--- config.mk ---
export PLATFORM = sky130hd
export DESIGN_NAME = registration_request_tracker_core
export DESIGN_NICKNAME = d
export VERILOG_FILES = /design/src/rtl/rrt_pkg.sv /design/src/rtl/rrt_ram.sv /design/src/rtl/rrt_front.sv /design/src/rtl/rrt_back.sv /design/src/rtl/registration_request_tracker_core.sv
export VERILOG_INCLUDE_DIRS = /design/src /design/src/rtl
export SDC_FILE = /design/constraint.sdc
export NUM_CORES = 2
export LEC_CHECK = 0
export ABC_AREA = 1
export BUFFER_PORTS_ARGS = -buffer_cell sky130_fd_sc_hd__buf_4
export CORE_UTILIZATION = 35
export CTS_CLUSTER_DIAMETER = 80
export DETAILED_ROUTE_END_ITERATION = 7
export GPL_ROUTABILITY_DRIVEN = 0
export PLACE_DENSITY = 0.51
export RECOVER_POWER = 25
export SYNTH_ARGS = -nofsm -noshare
export SYNTH_HDL_FRONTEND = slang
export SYNTH_HIERARCHICAL = 1
export SYNTH_SLANG_ARGS = --single-unit
--- constraint.sdc ---
create_clock -name clk_i -period 13.1 [get_ports clk_i]
set_clock_uncertainty 0.1 [all_clocks]
set_input_delay 1.31 -clock clk_i [delete_from_list [all_inputs] [get_ports clk_i]]
set_output_delay 1.31 -clock clk_i [all_outputs]
set_load 0.05 [all_outputs]
--- src/rtl/registration_request_tracker_core_defines.svh ---
// Assertion macros shared by the tracker RTL.
`ifndef REGISTRATION_REQUEST_TRACKER_CORE_DEFINES_SVH
`define REGISTRATION_REQUEST_TRACKER_CORE_DEFINES_SVH

// Checked property, quiet while reset is applied.
`define RRT_ASSERT(lbl, prop, msg) \
  lbl: assert property (@(posedge clk_i) disable iff (!rst_ni) prop) else $error(msg);

// Checked property, also checked while reset is applied.
`define RRT_ASSERT_ALWAYS(lbl, prop, msg) \
  lbl: assert property (@(posedge clk_i) prop) else $error(msg);

`endif

--- src/rtl/rrt_pkg.sv ---
// Types, codes and helpers of the registration request tracker.
`timescale 1ns / 1ps
`default_nettype none
package rrt_pkg;

  localparam int unsigned SlotsDef  = 16;
  localparam int unsigned KeyW      = 64;
  localparam int unsigned SeqW      = 32;
  localparam int unsigned TickW     = 32;
  localparam int unsigned MpmW      = 5;
  localparam int unsigned AttW      = 4;
  localparam int unsigned CfgIdxW   = 2;
  localparam int unsigned CfgW      = 32;
  localparam int unsigned CntCmpW   = 8;
  localparam int unsigned QDepth    = 2;

  // Configuration register indexes
  localparam logic [CfgIdxW-1:0] CFG_MAX_PER_MSG  = 2'd0;
  localparam logic [CfgIdxW-1:0] CFG_RETRY_TMO    = 2'd1;
  localparam logic [CfgIdxW-1:0] CFG_MAX_ATTEMPTS = 2'd2;

  // Request kinds
  localparam logic [2:0] REQ_UPDATE  = 3'd0;
  localparam logic [2:0] REQ_SERVER  = 3'd1;
  localparam logic [2:0] REQ_COLLECT = 3'd2;
  localparam logic [2:0] REQ_CHECK   = 3'd3;
  localparam logic [2:0] REQ_REMOVE  = 3'd4;
  localparam logic [2:0] REQ_QUERY   = 3'd5;

  // Slot states
  localparam logic [2:0] ST_EMPTY      = 3'd0;
  localparam logic [2:0] ST_REG_PEND   = 3'd1;
  localparam logic [2:0] ST_UNREG_PEND = 3'd2;
  localparam logic [2:0] ST_REG_CONF   = 3'd3;
  localparam logic [2:0] ST_UNREG_CONF = 3'd4;

  // Notice codes
  localparam logic [2:0] CODE_SUCCESS   = 3'd0;
  localparam logic [2:0] CODE_TRANSIENT = 3'd1;
  localparam logic [2:0] CODE_STALE     = 3'd3;

  // Result kinds
  localparam logic [1:0] KIND_NOTICE  = 2'd0;
  localparam logic [1:0] KIND_OP      = 2'd1;
  localparam logic [1:0] KIND_SUMMARY = 2'd2;
  localparam logic [1:0] KIND_ANSWER  = 2'd3;

  typedef struct packed {
    logic [2:0]       req_type;
    logic [KeyW-1:0]  key;
    logic             op;
    logic [SeqW-1:0]  seq;
    logic             present;
    logic [2:0]       status;
    logic [TickW-1:0] now;
  } item_t;

  typedef struct packed {
    logic [1:0]      kind;
    logic [KeyW-1:0] key;
    logic            op;
    logic [SeqW-1:0] seq;
    logic [2:0]      code;
    logic [2:0]      state;
    logic [MpmW-1:0] cnt;
    logic            data;
    logic            full;
    logic            last;
  } res_t;

  typedef struct packed {
    logic [KeyW-1:0]  key;
    logic [SeqW-1:0]  seq;
    logic [TickW-1:0] stime;
    logic [AttW-1:0]  att;
  } slot_t;

  function automatic logic is_pending(input logic [2:0] st);
    return (st == ST_REG_PEND) || (st == ST_UNREG_PEND);
  endfunction

  function automatic logic op_of(input logic [2:0] st);
    return (st == ST_UNREG_PEND) || (st == ST_UNREG_CONF);
  endfunction

endpackage
`default_nettype wire

--- src/rtl/rrt_ram.sv ---
// Generic single write port RAM with registered read.
`timescale 1ns / 1ps
`default_nettype none
module rrt_ram #(
  parameter int unsigned WIDTH = 8,
  parameter int unsigned DEPTH = 16,
  localparam int unsigned AW   = (DEPTH > 1) ? $clog2(DEPTH) : 1
) (
  input  wire logic             clk_i,
  input  wire logic             we_i,
  input  wire logic [AW-1:0]    waddr_i,
  input  wire logic [WIDTH-1:0] wdata_i,
  input  wire logic [AW-1:0]    raddr_i,
  output logic      [WIDTH-1:0] rdata_o
);

  logic [WIDTH-1:0] mem_q [DEPTH];

  always_ff @(posedge clk_i) begin
    if (we_i) begin
      mem_q[waddr_i] <= wdata_i;
    end
    rdata_o <= mem_q[raddr_i];
  end

endmodule
`default_nettype wire

--- src/rtl/rrt_front.sv ---
// Request intake: accepts, filters unknown kinds and queues words for the back end.
`timescale 1ns / 1ps
`default_nettype none
`include "registration_request_tracker_core_defines.svh"
module rrt_front (
  input  wire logic          clk_i,
  input  wire logic          rst_ni,
  input  wire logic          start_i,
  input  wire rrt_pkg::item_t item_i,
  output logic               busy_o,
  output logic               item_valid_o,
  output rrt_pkg::item_t     item_o,
  input  wire logic          item_ready_i
);

  rrt_pkg::item_t q_q [rrt_pkg::QDepth];
  logic       wr_ptr_q, rd_ptr_q;
  logic [1:0] cnt_q;
  logic       push, pop;

  // Unknown request kinds are taken and dropped
  assign busy_o       = (cnt_q == 2'(rrt_pkg::QDepth));
  assign push         = start_i && !busy_o && (item_i.req_type <= rrt_pkg::REQ_QUERY);
  assign pop          = (cnt_q != 2'd0) && item_ready_i;
  assign item_valid_o = (cnt_q != 2'd0);
  assign item_o       = q_q[rd_ptr_q];

  // Queue storage
  always_ff @(posedge clk_i) begin
    if (push) begin
      q_q[wr_ptr_q] <= item_i;
    end
  end

  // Queue pointers
  always_ff @(posedge clk_i or negedge rst_ni) begin
    if (!rst_ni) begin
      wr_ptr_q <= 1'b0;
      rd_ptr_q <= 1'b0;
      cnt_q    <= 2'd0;
    end else begin
      if (push) wr_ptr_q <= ~wr_ptr_q;
      if (pop)  rd_ptr_q <= ~rd_ptr_q;
      case ({push, pop})
        2'b10:   cnt_q <= cnt_q + 2'd1;
        2'b01:   cnt_q <= cnt_q - 2'd1;
        default: cnt_q <= cnt_q;
      endcase
    end
  end

  `RRT_ASSERT(a_q_bound, (cnt_q <= 2'(rrt_pkg::QDepth)), "queue overfilled")
  `RRT_ASSERT(a_q_push, (push && !pop) |=> (cnt_q == $past(cnt_q) + 2'd1), "push lost")

endmodule
`default_nettype wire

--- src/rtl/rrt_back.sv ---
// Execution end: walks the slot table per request and emits result words.
`timescale 1ns / 1ps
`default_nettype none
`include "registration_request_tracker_core_defines.svh"
module rrt_back #(
  parameter int unsigned SLOTS = rrt_pkg::SlotsDef,
  localparam int unsigned IW   = (SLOTS > 1) ? $clog2(SLOTS) : 1,
  localparam int unsigned CW   = $clog2(SLOTS + 1)
) (
  input  wire logic                        clk_i,
  input  wire logic                        rst_ni,
  input  wire logic                        item_valid_i,
  input  wire rrt_pkg::item_t              item_i,
  output logic                             item_ready_o,
  input  wire logic [rrt_pkg::MpmW-1:0]    max_per_msg_i,
  input  wire logic [rrt_pkg::TickW-1:0]   retry_tmo_i,
  input  wire logic [rrt_pkg::AttW-1:0]    max_att_i,
  output logic                             res_valid_o,
  output rrt_pkg::res_t                    res_o
);

  typedef enum logic [2:0] {
    S_IDLE = 3'b001,
    S_SCAN = 3'b010,
    S_FIN  = 3'b100
  } bk_state_e;

  bk_state_e state_q, state_d;
  rrt_pkg::item_t req_q;
  logic [CW-1:0] cnt_q, cnt_d;
  logic [2:0]    st_q [SLOTS];
  logic [2:0]    st_d [SLOTS];
  logic          sent_q [SLOTS];
  logic          sent_d [SLOTS];
  logic          found_q, found_d, efound_q, efound_d;
  logic [IW-1:0] fidx_q, fidx_d, eidx_q, eidx_d;
  logic [rrt_pkg::SeqW-1:0] fseq_q, fseq_d, seqc_q, seqc_d;
  logic [2:0]    fst_q, fst_d;
  logic [CW-1:0] ccnt_q, ccnt_d;
  logic          data_q, data_d;
  rrt_pkg::res_t res_q, res_d;
  logic          res_valid_q, res_valid_d;

  logic          we;
  logic [IW-1:0] waddr, raddr, a;
  logic [CW-1:0] a_full;
  rrt_pkg::slot_t wdata, rd;
  logic [2:0]    cur_st;
  logic          pend;
  logic [rrt_pkg::TickW:0] due;

  // Key, sequence, send time and attempts per slot
  rrt_ram #(.WIDTH($bits(rrt_pkg::slot_t)), .DEPTH(SLOTS)) u_ram (
    .clk_i   (clk_i),
    .we_i    (we),
    .waddr_i (waddr),
    .wdata_i (wdata),
    .raddr_i (raddr),
    .rdata_o (rd)
  );

  assign item_ready_o = (state_q == S_IDLE);
  assign raddr  = (cnt_q < CW'(SLOTS)) ? cnt_q[IW-1:0] : '0;
  assign a_full = cnt_q - CW'(1);
  assign a      = a_full[IW-1:0];
  assign cur_st = st_q[a];
  assign pend   = rrt_pkg::is_pending(cur_st);
  assign due    = {1'b0, rd.stime} + {1'b0, retry_tmo_i};

  // Scan and finish sequencing
  always_comb begin
    state_d     = state_q;
    cnt_d       = cnt_q;
    st_d        = st_q;
    sent_d      = sent_q;
    found_d     = found_q;
    fidx_d      = fidx_q;
    fseq_d      = fseq_q;
    fst_d       = fst_q;
    efound_d    = efound_q;
    eidx_d      = eidx_q;
    ccnt_d      = ccnt_q;
    data_d      = data_q;
    seqc_d      = seqc_q;
    res_d       = '0;
    res_valid_d = 1'b0;
    we          = 1'b0;
    waddr       = a;
    wdata       = rd;
    case (state_q)
      S_IDLE: begin
        if (item_valid_i) begin
          cnt_d    = '0;
          found_d  = 1'b0;
          efound_d = 1'b0;
          ccnt_d   = '0;
          data_d   = 1'b0;
          state_d  = S_SCAN;
        end
      end
      S_SCAN: begin
        cnt_d = cnt_q + CW'(1);
        if (cnt_q == CW'(SLOTS)) state_d = S_FIN;
        if (cnt_q != '0) begin
          case (req_q.req_type)
            rrt_pkg::REQ_UPDATE, rrt_pkg::REQ_SERVER, rrt_pkg::REQ_QUERY: begin
              if (cur_st != rrt_pkg::ST_EMPTY && rd.key == req_q.key && !found_q) begin
                found_d = 1'b1;
                fidx_d  = a;
                fseq_d  = rd.seq;
                fst_d   = cur_st;
              end
              if (cur_st == rrt_pkg::ST_EMPTY && !efound_q) begin
                efound_d = 1'b1;
                eidx_d   = a;
              end
            end
            rrt_pkg::REQ_COLLECT: begin
              if (pend && !sent_q[a] &&
                  (rrt_pkg::CntCmpW'(ccnt_q) < rrt_pkg::CntCmpW'(max_per_msg_i))) begin
                sent_d[a]   = 1'b1;
                we          = 1'b1;
                wdata.stime = req_q.now;
                ccnt_d      = ccnt_q + CW'(1);
                res_valid_d = 1'b1;
                res_d.kind  = rrt_pkg::KIND_OP;
                res_d.key   = rd.key;
                res_d.op    = rrt_pkg::op_of(cur_st);
                res_d.seq   = rd.seq;
              end
            end
            rrt_pkg::REQ_CHECK: begin
              if (pend) begin
                if (!sent_q[a]) begin
                  data_d = 1'b1;
                end else if (due <= {1'b0, req_q.now}) begin
                  if (rd.att == max_att_i) begin
                    st_d[a]     = rrt_pkg::ST_EMPTY;
                    res_valid_d = 1'b1;
                    res_d.kind  = rrt_pkg::KIND_NOTICE;
                    res_d.key   = rd.key;
                    res_d.op    = rrt_pkg::op_of(cur_st);
                    res_d.seq   = rd.seq;
                    res_d.code  = rrt_pkg::CODE_TRANSIENT;
                  end else begin
                    we        = 1'b1;
                    wdata.att = rd.att + rrt_pkg::AttW'(1);
                    sent_d[a] = 1'b0;
                    data_d    = 1'b1;
                  end
                end
              end
            end
            rrt_pkg::REQ_REMOVE: begin
              if (pend) begin
                res_valid_d = 1'b1;
                res_d.kind  = rrt_pkg::KIND_NOTICE;
                res_d.key   = rd.key;
                res_d.op    = rrt_pkg::op_of(cur_st);
                res_d.seq   = rd.seq;
                res_d.code  = rrt_pkg::CODE_TRANSIENT;
              end
              st_d[a] = rrt_pkg::ST_EMPTY;
            end
            default: ;
          endcase
        end
      end
      S_FIN: begin
        state_d = S_IDLE;
        case (req_q.req_type)
          rrt_pkg::REQ_UPDATE: begin
            // open a new pending record at waddr when we is set below
            if (found_q && rrt_pkg::is_pending(fst_q)) begin
              res_valid_d = 1'b1;
              res_d.key   = req_q.key;
              res_d.op    = rrt_pkg::op_of(fst_q);
              res_d.seq   = fseq_q;
              res_d.code  = rrt_pkg::CODE_STALE;
              if (rrt_pkg::op_of(fst_q) != req_q.op) begin
                we    = 1'b1;
                waddr = fidx_q;
              end
            end else if (found_q) begin
              if (rrt_pkg::op_of(fst_q) == req_q.op) begin
                res_valid_d = 1'b1;
                res_d.key   = req_q.key;
                res_d.op    = req_q.op;
                res_d.seq   = fseq_q;
                res_d.code  = rrt_pkg::CODE_SUCCESS;
              end else begin
                we    = 1'b1;
                waddr = fidx_q;
              end
            end else if (efound_q) begin
              we    = 1'b1;
              waddr = eidx_q;
            end else begin
              res_valid_d = 1'b1;
              res_d.key   = req_q.key;
              res_d.op    = req_q.op;
              res_d.code  = rrt_pkg::CODE_TRANSIENT;
              res_d.full  = 1'b1;
            end
            if (we) begin
              seqc_d        = seqc_q + rrt_pkg::SeqW'(1);
              st_d[waddr]   = req_q.op ? rrt_pkg::ST_UNREG_PEND : rrt_pkg::ST_REG_PEND;
              sent_d[waddr] = 1'b0;
              wdata.key     = req_q.key;
              wdata.seq     = seqc_q + rrt_pkg::SeqW'(1);
              wdata.stime   = '0;
              wdata.att     = rrt_pkg::AttW'(1);
            end
          end
          rrt_pkg::REQ_SERVER: begin
            if (req_q.present && found_q && rrt_pkg::is_pending(fst_q) &&
                fseq_q == req_q.seq && rrt_pkg::op_of(fst_q) == req_q.op) begin
              res_valid_d = 1'b1;
              res_d.key   = req_q.key;
              res_d.op    = req_q.op;
              res_d.seq   = req_q.seq;
              res_d.code  = req_q.status;
              if (req_q.status == rrt_pkg::CODE_SUCCESS) begin
                st_d[fidx_q] = req_q.op ? rrt_pkg::ST_UNREG_CONF : rrt_pkg::ST_REG_CONF;
              end else begin
                st_d[fidx_q] = rrt_pkg::ST_EMPTY;
              end
            end
          end
          rrt_pkg::REQ_COLLECT: begin
            res_valid_d = 1'b1;
            res_d.kind  = rrt_pkg::KIND_SUMMARY;
            res_d.cnt   = rrt_pkg::MpmW'(ccnt_q);
          end
          rrt_pkg::REQ_CHECK: begin
            res_valid_d = 1'b1;
            res_d.kind  = rrt_pkg::KIND_SUMMARY;
            res_d.data  = data_q;
          end
          rrt_pkg::REQ_REMOVE: begin
            res_valid_d = 1'b1;
            res_d.kind  = rrt_pkg::KIND_SUMMARY;
          end
          rrt_pkg::REQ_QUERY: begin
            res_valid_d = 1'b1;
            res_d.kind  = rrt_pkg::KIND_ANSWER;
            res_d.key   = req_q.key;
            if (found_q) begin
              res_d.op    = rrt_pkg::op_of(fst_q);
              res_d.seq   = fseq_q;
              res_d.state = fst_q;
            end
          end
          default: ;
        endcase
        res_d.last = res_valid_d;
      end
      default: state_d = S_IDLE;
    endcase
  end

  // Request and scan payload
  always_ff @(posedge clk_i) begin
    if (state_q == S_IDLE && item_valid_i) req_q <= item_i;
    fidx_q <= fidx_d;
    fseq_q <= fseq_d;
    fst_q  <= fst_d;
    eidx_q <= eidx_d;
    res_q  <= res_d;
  end

  // Control and slot status
  always_ff @(posedge clk_i or negedge rst_ni) begin
    if (!rst_ni) begin
      state_q     <= S_IDLE;
      cnt_q       <= '0;
      found_q     <= 1'b0;
      efound_q    <= 1'b0;
      ccnt_q      <= '0;
      data_q      <= 1'b0;
      seqc_q      <= '0;
      res_valid_q <= 1'b0;
      for (int i = 0; i < SLOTS; i++) begin
        st_q[i]   <= rrt_pkg::ST_EMPTY;
        sent_q[i] <= 1'b0;
      end
    end else begin
      state_q     <= state_d;
      cnt_q       <= cnt_d;
      found_q     <= found_d;
      efound_q    <= efound_d;
      ccnt_q      <= ccnt_d;
      data_q      <= data_d;
      seqc_q      <= seqc_d;
      res_valid_q <= res_valid_d;
      st_q        <= st_d;
      sent_q      <= sent_d;
    end
  end

  assign res_valid_o = res_valid_q;
  assign res_o       = res_q;

  `RRT_ASSERT(a_state_onehot, $onehot(state_q), "back state not one-hot")
  `RRT_ASSERT(a_idle_quiet, (state_q == S_IDLE) |=> !res_valid_q, "word out of idle")
  `RRT_ASSERT(a_summary_last, (state_q == S_FIN && (req_q.req_type == rrt_pkg::REQ_COLLECT || req_q.req_type == rrt_pkg::REQ_CHECK || req_q.req_type == rrt_pkg::REQ_REMOVE)) |=> (res_valid_q && res_q.last), "summary missing")
  `RRT_ASSERT(a_collect_cap, (rrt_pkg::CntCmpW'(ccnt_q) <= rrt_pkg::CntCmpW'(max_per_msg_i)) || (req_q.req_type != rrt_pkg::REQ_COLLECT) || (state_q == S_IDLE), "collect over cap")

endmodule
`default_nettype wire

--- src/rtl/registration_request_tracker_core.sv ---
// Top level of the registration request tracker: configuration, intake and execution.
`timescale 1ns / 1ps
`default_nettype none
// A request is taken when start is high and busy is low; up to two requests wait in an
// intake queue while the execution end works. Each request passes the execution end
// in order: load, a walk of every slot of the table through the registered read of the
// slot memory, and a finish state. Result words appear on the out_* ports for one cycle
// each with out_valid_o, one per cycle at most; there is no backpressure, so the
// receiver must take every word as it comes. last_o marks the final word of a request;
// updates that open a record give no word unless they replace a pending one (a stale
// notice), and ignored server results and unknown request kinds give no word.
module registration_request_tracker_core #(
  parameter int unsigned SLOTS = rrt_pkg::SlotsDef
) (
  input  wire logic                          clk_i,
  input  wire logic                          rst_ni,
  input  wire logic                          start,
  output logic                               busy,
  input  wire logic [2:0]                    req_type_i,
  input  wire logic [rrt_pkg::KeyW-1:0]      object_key_i,
  input  wire logic                          op_kind_i,
  input  wire logic [rrt_pkg::SeqW-1:0]      seq_in_i,
  input  wire logic                          status_present_i,
  input  wire logic [2:0]                    status_in_i,
  input  wire logic [rrt_pkg::TickW-1:0]     now_tick_i,
  input  wire logic                          cfg_we_i,
  input  wire logic [rrt_pkg::CfgIdxW-1:0]   cfg_idx_i,
  input  wire logic [rrt_pkg::CfgW-1:0]      cfg_wdata_i,
  output logic                               out_valid_o,
  output logic [1:0]                         out_kind_o,
  output logic [rrt_pkg::KeyW-1:0]           out_key_o,
  output logic                               out_op_o,
  output logic [rrt_pkg::SeqW-1:0]           out_seq_o,
  output logic [2:0]                         notice_code_o,
  output logic [2:0]                         reg_state_o,
  output logic [rrt_pkg::MpmW-1:0]           sent_count_o,
  output logic                               has_data_o,
  output logic                               table_full_o,
  output logic                               last_o
);

  logic [rrt_pkg::MpmW-1:0]  max_per_msg_q;
  logic [rrt_pkg::TickW-1:0] retry_tmo_q;
  logic [rrt_pkg::AttW-1:0]  max_att_q;
  rrt_pkg::item_t in_item, q_item;
  rrt_pkg::res_t  res;
  logic           q_valid, q_ready;

  // Configuration registers
  always_ff @(posedge clk_i or negedge rst_ni) begin
    if (!rst_ni) begin
      max_per_msg_q <= rrt_pkg::MpmW'(8);
      retry_tmo_q   <= rrt_pkg::TickW'(1000);
      max_att_q     <= rrt_pkg::AttW'(3);
    end else if (cfg_we_i) begin
      case (cfg_idx_i)
        rrt_pkg::CFG_MAX_PER_MSG:  max_per_msg_q <= cfg_wdata_i[rrt_pkg::MpmW-1:0];
        rrt_pkg::CFG_RETRY_TMO:    retry_tmo_q   <= cfg_wdata_i[rrt_pkg::TickW-1:0];
        rrt_pkg::CFG_MAX_ATTEMPTS: max_att_q     <= cfg_wdata_i[rrt_pkg::AttW-1:0];
        default: ;
      endcase
    end
  end

  assign in_item = '{req_type: req_type_i, key: object_key_i, op: op_kind_i,
                     seq: seq_in_i, present: status_present_i, status: status_in_i,
                     now: now_tick_i};

  rrt_front u_front (
    .clk_i        (clk_i),
    .rst_ni       (rst_ni),
    .start_i      (start),
    .item_i       (in_item),
    .busy_o       (busy),
    .item_valid_o (q_valid),
    .item_o       (q_item),
    .item_ready_i (q_ready)
  );

  rrt_back #(.SLOTS(SLOTS)) u_back (
    .clk_i         (clk_i),
    .rst_ni        (rst_ni),
    .item_valid_i  (q_valid),
    .item_i        (q_item),
    .item_ready_o  (q_ready),
    .max_per_msg_i (max_per_msg_q),
    .retry_tmo_i   (retry_tmo_q),
    .max_att_i     (max_att_q),
    .res_valid_o   (out_valid_o),
    .res_o         (res)
  );

  // Result word fields
  assign out_kind_o    = res.kind;
  assign out_key_o     = res.key;
  assign out_op_o      = res.op;
  assign out_seq_o     = res.seq;
  assign notice_code_o = res.code;
  assign reg_state_o   = res.state;
  assign sent_count_o  = res.cnt;
  assign has_data_o    = res.data;
  assign table_full_o  = res.full;
  assign last_o        = res.last;

endmodule
`default_nettype wire

==> metrics.txt <==
outcome finished with violations; failing checks capacitance limit, slew limit; Yosys reg bits roughly 3000; share of cells above drive strength 1 under 10%; final wirelength between 300000 and 400000 um; Die X just over 600 um; num ports ~290; starting density of the core between 30% and 40%; Port-buffer cells roughly 290; clock tree buffer depth 4; Data arrival, critical path around 11 ns; most common cell after layout, fill and taps aside nand2_1; first-pass iteration count of the detailed router 7; share of the synthesized area in the top cell type about three fifths; leading area contributor after synthesis edfxtp_1; clock period minus worst slack ~10 ns; syn_nets approximately 12000; Worst-path clk slew about 0.06 ns; commonest non-fill, non-tap cells in the layout nand2_1, edfxtp_1, nand3_1; Hold Crit Class reg -> reg; Setup CP Type reg -> reg; register area share after synthesis between 60% and 70%; setup tns final 0 ns; Top FF cell, synth edfxtp_1; Worst path max stage delay approximately 2.8 ns; routed len/inst 21.7 um; initial DRC count around 7600; fin crit share between 70 and 80%; Avg Inst Size Synth about 10 um^2; Final ANT Viol Nets 0; critical path cell sequence inv_1 > nand2_1 > o21ai_0 > ha_1 > nand2_1 > nand2_1 > inv_1 > nor2_4 > clkbuf_1 > inv_1 > nor2_4 > clkbuf_1 > clkinvlp_2 > buf_4 > a21oi_1; RSZ-0062 raised after global routing false; EDFF count, synth roughly 2600; pwr dens about 220 mW/mm^2; RR Startpoint u_back/fst_q[0]$_DFFE_PP_; Synth async-reset ratio under 10%; number of library cell types mapped by synthesis 58; Lkg Pwr between 50 and 60 nW; initial antenna violation count 8; drt drc 0; vias in the first global route ~81000; Core ar. around 0.36 mm^2; Slew @ Worst Pin 6.07 ns; WP data required 13.55 ns; Die ar. between 0.3 and 0.4 mm^2; setup bufs post-CTS 0; number of nets in the layout roughly 13000; Synth-to-Final Area Change 12.8%; Worst slew margin -305%; hold depth 2; CP Launch Type register; r2r setup slk 2.72 ns; DR vias/cell about 5.0; total number of yosys warnings 6; Cells after Synth roughly 12000; top post-synthesis cells by area edfxtp_1, nand2_1, nand3_1; post-cts sizing count 0; CTS buffer count 331; largest net degree at the start of global routing between 150 and 200; global route overflow 0; cell area after synthesis ~0.13 mm^2; Hold Buf Count CTS 0; Final Core Density roughly two fifths; Worst Hold Endpoint max_per_msg_q[3]$_DFFE_PN1P_; Clock Sinks around 3000; first-pass GRT wire length roughly 560000 um; Max Clk Rate roughly 0.096 GHz; Critical Path Fanout Max 57; CTS tree done; DPL Wire Length around 220000 um; num rows between 200 and 250; Die Ht just over 600 um; fin. max-slew vios 1409; Worst setup EP type register; H-tree depth 5; final hold vios 0; Worst R2R Path Depth 15; Worst path slowest cell clkinvlp_2; RR Endpoint u_back/u_ram/mem_q[14][83]$_DFFE_PP_; root buf cell clkbuf_16; number of max-cap violations 25; DR vias 86600; worst skew pair latency 0.94 ns; Hold Path Origin max_per_msg_q[3]$_DFFE_PN1P_; Worst IR Drop VDD around 0.19 mV; final setup fails 0; GRT Util Overall 20.2%
==> power breakdown <==
group          switching, W  internal [W]
logic               0.00639       0.00201
registers          0.000827        0.0126
clock network       0.00386       0.00524
total                0.0111        0.0199
==> cells in the mapped netlist (12+ instances only) <==
| master | n |
|---|---|
| a21oi_1 | 127 |
| inv_1 | 1272 |
| o221ai_1 | 12 |
| nand3_1 | 1816 |
| buf_2 | 240 |
| dfxtp_1 | 245 |
| or2_2 | 24 |
| nor4_1 | 13 |
| nand2_1 | 4290 |
| ha_1 | 79 |
| nand4_1 | 130 |
| o21ai_0 | 220 |
| nor3_1 | 41 |
| dfrtp_1 | 148 |
| buf_6 | 115 |
| clkbuf_1 | 183 |
| o31ai_1 | 15 |
| o211ai_1 | 31 |
| a22oi_1 | 23 |
| xnor2_1 | 17 |
| buf_1 | 60 |
| edfxtp_1 | 2563 |
| nor2_1 | 318 |
| a2bb2oi_1 | 31 |
| inv_2 | 12 |
| buf_4 | 18 |
| xor2_1 | 59 |
| o22ai_1 | 32 |
==> flip-flops by register name, indices dropped and copies added, names as in the netlist, named ones only <==
name and count:
u_back/ccnt_q 5, max_att_q 4, u_back/eidx_q 4, max_per_msg_q 5, u_back/fseq_q 32, u_back/found_q 1, u_back/u_ram/rdata_o 132, u_back/res_valid_o 1
u_front/q_q 272, u_back/st_q 48, u_back/fidx_q 4, u_front/wr_ptr_q 1, retry_tmo_q 32, u_back/state_q 3, u_back/data_q 1, u_front/cnt_q 2
u_back/cnt_q 5, u_back/efound_q 1, u_front/rd_ptr_q 1, u_back/req_q 136, u_back/seqc_q 32, u_back/res_o 113, u_back/fst_q 3, u_back/u_ram/mem_q 2112
==> how the worst max path moves through the flow <==
stage | cells past startpoint | slack, ns | endpoint | start
after floorplan | 27 | 2.71 | u_back/u_ram/mem_q[12][0]$_DFFE_PP_ | u_back/u_ram/rdata_o[4]$_DFF_P_
after global placement | 28 | 4.90 | u_back/u_ram/mem_q[11][26]$_DFFE_PP_ | u_back/u_ram/rdata_o[4]$_DFF_P_
after CTS | 28 | 4.82 | u_back/u_ram/mem_q[11][42]$_DFFE_PP_ | u_back/u_ram/rdata_o[4]$_DFF_P_
after detailed placement | 28 | 4.92 | u_back/u_ram/mem_q[11][26]$_DFFE_PP_ | u_back/u_ram/rdata_o[4]$_DFF_P_
after global routing | 11 | 2.27 | u_back/u_ram/rdata_o[21]$_DFF_P_ | u_back/cnt_q[0]$_DFFE_PN0P_
final | 15 | 2.72 | u_back/u_ram/mem_q[14][83]$_DFFE_PP_ | u_back/fst_q[0]$_DFFE_PP_
==> layout make-up <==
| class | instances | area [um^2] |
|---|---|---|
| Fill cell | 35000 | 217000 |
| Sequential cell | 2966 | 85800 |
| Multi-Input combinational cell | 7351 | 33100 |
| Clock buffer | 465 | 9080 |
| Tap cell | 4773 | 5970 |
| Inverter | 1288 | 4880 |
| Timing Repair Buffer | 461 | 2880 |
| Clock inverter | 140 | 1480 |
| Antenna cell | 5 | 12.5 |
==> stage by stage <==
stage	hold WS [ns]	power, W	setup slack [ns]	instances	cell area [um^2]
after CTS	0.236	0.0311	4.82	17400	144000
after detailed placement	0.359	0.0220	4.92	16800	134000
after global placement	0.354	0.0220	4.90	16800	134000
final	0.367	0.0310	2.72	17400	143000
after floorplan	0.331	0.0186	2.71	12200	127000
after global routing	0.373	0.0324	2.27	17400	143000
==> routing by layer <==
metal / vias to the layer above / wire length [um] / global-route usage [%]
met5: - / 32 / 0
met4: 6 / 11100 / 5.82
met3: 536 / 20800 / 2.19
met2: 2557 / 175000 / 32.6
met1: 42400 / 172000 / 28.9
li1: 41200 / - / -
==> worst max-delay path, delay by kind of cell, from the launching register on <==
family                   cells  cell delay, ns
AND/OR/NAND/NOR              5            0.64
buffers and inverters        7            7.22
adder cells (fa/ha/maj)      1            0.27
flip-flops                   1            0.38
AO/OA/AOI/OAI                2            1.33
==> cells by family after synthesis <==
kind of cell | share of synthesized area [%]
adder cells (fa/ha/maj) | 0.794
AND/OR/NAND/NOR | 21.9
buffers and inverters | 6.66
AO/OA/AOI/OAI | 2.53
XOR/XNOR | 0.537
flip-flops | 67.6
No activity file was read; power rests on OpenSTA's default activity.
